**src/hw/rtl/lzwc_cell.sv**
```systemverilog
// ----------------------------------------------------------------------------
// lzwc_cell
// One dictionary cell: holds a (prefix, byte) entry, takes its neighbor's
// entry on insert, and compares against the search key.
// ----------------------------------------------------------------------------
module lzwc_cell #(
    parameter int KW  = 20,
    parameter int PW  = 12,
    parameter int UW  = 12,
    parameter int IDX = 0
) (
    input  logic          i_clk,
    input  logic          i_shift,
    input  logic [KW-1:0] i_entry,
    input  logic [KW-1:0] i_key,
    input  logic [UW-1:0] i_used,
    output logic [KW-1:0] o_entry,
    output logic          o_hit,
    output logic [PW-1:0] o_pos
);

    logic [KW-1:0] r_entry;
    logic          r_hit;

    always_ff @(posedge i_clk) begin
        if (i_shift) begin
            r_entry <= i_entry;
        end
        r_hit <= (i_used > UW'(IDX)) && (r_entry == i_key);
    end

    assign o_entry = r_entry;
    assign o_hit   = r_hit;
    assign o_pos   = r_hit ? PW'(IDX) : '0;

endmodule

```
**config.mk**
```make
export PLATFORM = sky130hd
export DESIGN_NAME = lzwc_cell
export DESIGN_NICKNAME = d
export VERILOG_FILES = /design/src/hw/rtl/lzwc_cell.sv
export SDC_FILE = /design/constraint.sdc
export NUM_CORES = 1
export LEC_CHECK = 0
export ABC_AREA = 1
export BUFFER_PORTS_ARGS = -buffer_cell sky130_fd_sc_hd__buf_2
export CORE_ASPECT_RATIO = 0.8
export CORE_MARGIN = 3
export CORE_UTILIZATION = 35
export CTS_CLUSTER_DIAMETER = 30
export CTS_CLUSTER_SIZE = 12
export DETAILED_ROUTE_END_ITERATION = 8
export PLACE_DENSITY = 0.72
export SYNTH_ARGS = -nofsm -noshare
export SYNTH_HDL_FRONTEND = slang
export SYNTH_SLANG_ARGS = --single-unit
```
**constraint.sdc**
```tcl
create_clock -name i_clk -period 2 [get_ports i_clk]
set_input_delay 0.4 -clock i_clk [delete_from_list [all_inputs] [get_ports i_clk]]
set_output_delay 0.4 -clock i_clk [all_outputs]
set_load 0.02 [all_outputs]
```
==> run summary, run 1 <==
crit path buf inv count - 1
CTS tree - done
largest net degree at the start of global routing - 21
# Max-Cap Violations - 0
gr ovfl total - 0
clk_lat worst skew - 0.25 ns
drt drc - 0
largest area contributor in the netlist - edfxtp_1
top fanout value on the critical path - 3
Placed Instances - 249
initial antenna violation count - 0
crit-path cells - buf_2
achievable frequency - 0.792 GHz
most frequent cell after synthesis - nand2_1
Setup Skew - 0.00216 ns
register area share after synthesis - 0.541
Die Ht - 57.2 µm
clk slew on worst S/H paths - 0.08 ns
antenna diode count - 0
row count - 17
Ys Warns - 0
Lkg Pwr - 0.000883 µW
HP Class - in -> reg
Mean Syn Cell Area - 8.31 µm²
Longest Clk Path Bufs - 2
WP data required - 1.60 ns
Detail Placement HPWL - 1920 µm
Synth async-reset ratio - 0
ratio of cells with drive above 1 in the final layout - 0.367
Main synth FF type - edfxtp_1
vias per cell - 3.89
RD Place Congestion - 0.681
Iter 0 DRT Violations - 15
Synth top area share - 0.523
Worst setup SP type - flop
GRT Total Usage - 0.115
fin nets - 270
Hold Buf Count CTS - 0
Hold Violations, Final - 0
H-tree lvl count - 1
Post-synth EDFFs - 20
synthesized area - 1150 µm²
Crit path max-delay family - flip-flops
starting density of the core - 0.391
synth top area cells - edfxtp_1 52%, nand2_1 15%, inv_1 9.5%
die width - 70.0 µm
top cells by count, synth - 45 x nand2_1, 29 x inv_1, 21 x nor2_1, 20 x edfxtp_1, 12 x buf_4
Netlist cell types - 9
vias in the first global route - 941
path type of the worst setup path - reg -> out
Cells after Synth - 138
Tcrit/Tclk final - 0.632
fill count - 295
Post-Route WL - 2220 µm
post-cts sizing count - 0
PwrDens - 662 nW/µm²
status - completed
TNS Setup - 0 ns
Die ar. - 4010 µm²
CTS Buf Count - 3
Final ANT Viol Nets - 0
Layout area overhead - 36.2%
CP arrival - 0.86 ns
wire per inst - 8.77 µm
first-pass GRT wire length - 3720 µm
Post-CTS Setup Inserts - 0
Slew Viols, Final - 0
unrepaired setup endpoints after global routing - no
Core ar. - 2940 µm²
minimum clock period - 1.26 ns
Final Util - 0.532
Port Buffers - 74
CTS sink count - 21
Layout Cells excl Fill - 253
root buf cell - clkbuf_8
I/O pins - 87
final setup vio count - 0
vias - 984
WHS - 0.316 ns
CP endpoint kind - primary output
critical path's slowest cell - edfxtp_1
slowest stage delay, CP - 0.42 ns
Max IR drop VDD - 0.422 mV
drt pass-1 iters - 2
FF+latch count, synth - 21
kinds of logic (layout without fill, tap and decap cells):
| family | after synthesis | after routing | share of synthesized area |
|---|---|---|---|
| other | 1 | 12 | 0.00327 |
| and+or+nand+nor | 67 | 67 | 0.221 |
| DFF | 21 | 21 | 0.541 |
| xor gates and xnor gates | 8 | 8 | 0.0611 |
| buffers and inverters | 41 | 107 | 0.173 |
routing by layer:
layer / GRT usage / vias up / share of wire
met3: 0.0423 / 2 / 0.16
met4: 0.0328 / 0 / 0.0072
met2: 0.203 / 62 / 0.44
li1: - / 536 / -
met1: 0.133 / 384 / 0.40
met5: 0 / - / 0
flip-flops by register name, summed over array words and instances (netlist names):
signal   cells
o_entry     20
o_hit        1
path summary, 6_finish.rpt:
check	startpoint	endpoint	slack, ns	cells after the start
worst min-delay path	i_entry[12]	o_entry[12]	0.32	1
worst min register to register	o_entry[1]	o_hit	0.69	5
worst max-delay path	o_entry[14]	o_entry[14]	0.74	1
worst max register to register	o_entry[15]	o_hit	0.98	7
area by class of cell:
type	count	area, µm²	share of cell area
inverter	29	109	0.0697
sequential	21	621	0.397
clock buffer	3	41.3	0.0264
clock inverter	1	5.00	0.00320
multi-input combinational	87	369	0.236
timing repair buffer	74	370	0.237
tap	38	47.5	0.0304
metrics by stage:
| step | cell area, µm² | total power (µW) | setup slack, ns |
|---|---|---|---|
| 2_1_floorplan | 1190 | 694 | 0.961 |
| 3_3_place_gp | 1520 | 773 | 0.850 |
| 3_5_place_dp | 1520 | 777 | 0.840 |
| 4_1_cts | 1560 | 1040 | 0.725 |
| 5_1_grt | 1560 | 1100 | 0.691 |
| 6_report | 1560 | 1030 | 0.737 |
cell usage in the layout, fill, tap and decap left out:
cell	netlist	final
conb_1	1	12
edfxtp_1	20	20
nor2_1	21	21
nand2_1	45	45
clkinv_2	0	1
buf_2	0	74
clkbuf_8	0	3
nor2_2	1	1
inv_1	29	29
dfxtp_1	1	1
xnor2_1	8	8
power by group:
| group | switching [µW] | leakage [µW] | internal, µW |
|---|---|---|---|
| logic | 131 | 0.000653 | 93.0 |
| registers | 21.0 | 0.000204 | 519 |
| clock network | 131 | 0.0000255 | 138 |
Power figures use the tool's default switching activity.
==> run 2: changes to the inputs <==
==> config.mk (replaced) <==
export PLATFORM = sky130hd
export DESIGN_NAME = lzwc_cell
export DESIGN_NICKNAME = d
export VERILOG_FILES = /design/src/hw/rtl/lzwc_cell.sv
export SDC_FILE = /design/constraint.sdc
export NUM_CORES = 1
export LEC_CHECK = 0
export ABC_AREA = 0
export BUFFER_PORTS_ARGS = -buffer_cell sky130_fd_sc_hd__buf_2
export CORE_ASPECT_RATIO = 0.8
export CORE_MARGIN = 3
export CORE_UTILIZATION = 33
export CTS_CLUSTER_DIAMETER = 30
export CTS_CLUSTER_SIZE = 12
export DETAILED_ROUTE_END_ITERATION = 8
export PLACE_DENSITY = 0.75
export SYNTH_ARGS = -nofsm -noshare
export SYNTH_HDL_FRONTEND = slang
export SYNTH_SLANG_ARGS = --single-unit
==> constraint.sdc (replaced) <==
create_clock -name i_clk -period 1.1 [get_ports i_clk]
set_input_delay 0.22 -clock i_clk [delete_from_list [all_inputs] [get_ports i_clk]]
set_output_delay 0.22 -clock i_clk [all_outputs]
set_load 0.02 [all_outputs]
==> run summary, run 2 <==
Ys Warns - 0
Netlist cell types - 10
worst hold stages - 1
fin nets - 202
FF+latch count, synth - 21
most frequent cell after synthesis - edfxtp_1
first-pass GRT wire length - 3510 µm
failing checks - setup timing
drt drc - 0
Layout Cells excl Fill - 183
Critical Path Stages - 5
CTS sink count - 21
H-tree lvl count - 1
crit path buf inv count - 1
CP Launch Point - o_entry[17]
crit path to - o_hit
achievable frequency - 0.729 GHz
vias in the first global route - 811
synthesized area - 961 µm²
I/O pins - 87
Setup Skew - 0.00148 ns
wire per inst - 13.5 µm
RD Place Congestion - 0.674
crit-path cells - xor2_1, nor4_1, buf_4, nand4_1, a311oi_1
Main synth FF type - edfxtp_1
ratio of cells with drive above 1 in the final layout - 0.585
Worst R2R Path Depth - 5
largest net degree at the start of global routing - 21
HP Class - in -> reg
root buf cell - clkbuf_4
starting density of the core - 0.369
Hold Violations, Final - 0
Lkg Pwr - 0.000702 µW
Worst setup SP type - flop
Max IR drop VDD - 0.801 mV
clk slew on worst S/H paths - 0.12 ns
slack of the critical path - -0.272 ns
PwrDens - 1200 nW/µm²
clk_lat worst skew - 0.30 ns
Die ar. - 3600 µm²
Port Buffers - 74
reg-to-reg setup timing slack - -0.27 ns
GRT Total Usage - 0.132
drt pass-1 iters - 2
status - finished, violations left
vias per cell - 4.26
CP endpoint kind - flop
unrepaired setup endpoints after global routing - yes
Crit path max-delay family - flip-flops
Post-synth EDFFs - 20
Hold Buf Count CTS - 0
CP arrival - 1.59 ns
final setup vio count - 20
largest area contributor in the netlist - edfxtp_1
top cells by count, synth - 20 x edfxtp_1, 16 x xor2_1, 12 x buf_4, 6 x nor4_1, 4 x xnor2_1
vias - 780
Mean Syn Cell Area - 15.0 µm²
top fanout value on the critical path - 2
Iter 0 DRT Violations - 7
die width - 66.3 µm
Layout area overhead - 59.1%
Cells after Synth - 64
WHS - 0.0882 ns
# Max-Cap Violations - 0
CTS Buf Count - 3
initial antenna violation count - 0
WP data required - 1.32 ns
FF-to-FF End - o_hit
gr ovfl total - 0
Final ANT Viol Nets - 0
Synth async-reset ratio - 0
critical path's slowest cell - edfxtp_1
antenna diode count - 0
r2r startpoint - o_entry[17]
Slew Viols, Final - 0
most frequent cells in the layout - 57 x buf_2, 20 x edfxtp_1, 20 x buf_6
Core ar. - 2600 µm²
synth top area cells - edfxtp_1 63%, xor2_1 15%, buf_4 9.4%
slowest stage delay, CP - 0.43 ns
Tcrit/Tclk final - 1.25
max FFs per register - 20
row count - 16
minimum clock period - 1.37 ns
Synth top area share - 0.625
CTS tree - done
Post-Route WL - 2470 µm
Longest Clk Path Bufs - 2
path type of the worst setup path - reg -> reg
Die Ht - 54.3 µm
commonest non-fill, non-tap cell in the layout - buf_2
register area share after synthesis - 0.646
Placed Instances - 177
## run 2: report_power, final
group          total (µW)  switching, µW  internal, µW
sequential            992           47.6           945
combinational         463            231           233
clock                 373            232           141
total                1830            510          1320
## run 2: cells by family after synthesis
group / after synthesis / synth area share
flip-flops: 21 / 0.646
XOR/XNOR: 20 / 0.182
buffers and inverters: 12 / 0.0938
AND/OR/NAND/NOR: 9 / 0.0651
AO/OA/AOI/OAI: 1 / 0.00912
other: 1 / 0.00390
## run 2: worst min path at each step
| stage | from | to | slack [ns] |
|---|---|---|---|
| floorplan | i_entry[0] | o_entry[0] | 0.32 |
| global placement | i_entry[6] | o_entry[6] | 0.40 |
| detailed placement | i_entry[15] | o_entry[15] | 0.40 |
| CTS | i_entry[19] | o_entry[19] | 0.08 |
| global route | i_entry[2] | o_entry[2] | 0.07 |
| finish | i_entry[3] | o_entry[3] | 0.09 |
## run 2: worst reg2reg max path, stage by stage, from the launching register on
cell and delay, ns:
edfxtp_1 0.43, xor2_1 0.16, nor4_1 0.27, buf_4 0.15, nand4_1 0.08, a311oi_1 0.20
## run 2: per-layer routing
| metal | part of all wire | track usage | routed length, µm | vias to the layer above |
|---|---|---|---|---|
| met5 | 0 | 0 | 0 | - |
| met4 | 0.0061 | 0.0405 | 15 | 0 |
| met3 | 0.15 | 0.0595 | 360 | 2 |
| met2 | 0.50 | 0.234 | 1240 | 64 |
| met1 | 0.34 | 0.143 | 852 | 338 |
| li1 | - | - | - | 376 |
## run 2: final cells by class
type | instances | area, µm²
fill | 209 | 1070
timing repair buffer | 80 | 533
tap | 36 | 45.0
multi-input combinational | 42 | 304
clock buffer | 4 | 26.3
sequential | 21 | 621
## run 2: metrics by stage
stage	setup WS [ns]	setup TNS, ns	util	total power, µW	area [µm²]
after floorplan	-0.199	-0.199	-	1220	1000
after global placement	-0.350	-0.350	0.522	1370	1360
after detailed placement	-0.369	-0.369	0.522	1380	1360
after CTS	-0.290	-1.27	0.581	1830	1510
after global routing	-0.396	-2.01	0.588	1910	1530
final	-0.272	-1.05	0.588	1830	1530
## run 2: what timing repair did
item	CTS	global route
pin swaps	2	1
resized for setup	34	6
buffers inserted	2	2
endpoints found under the hold margin	0	0
setup endpoints to repair	21	21
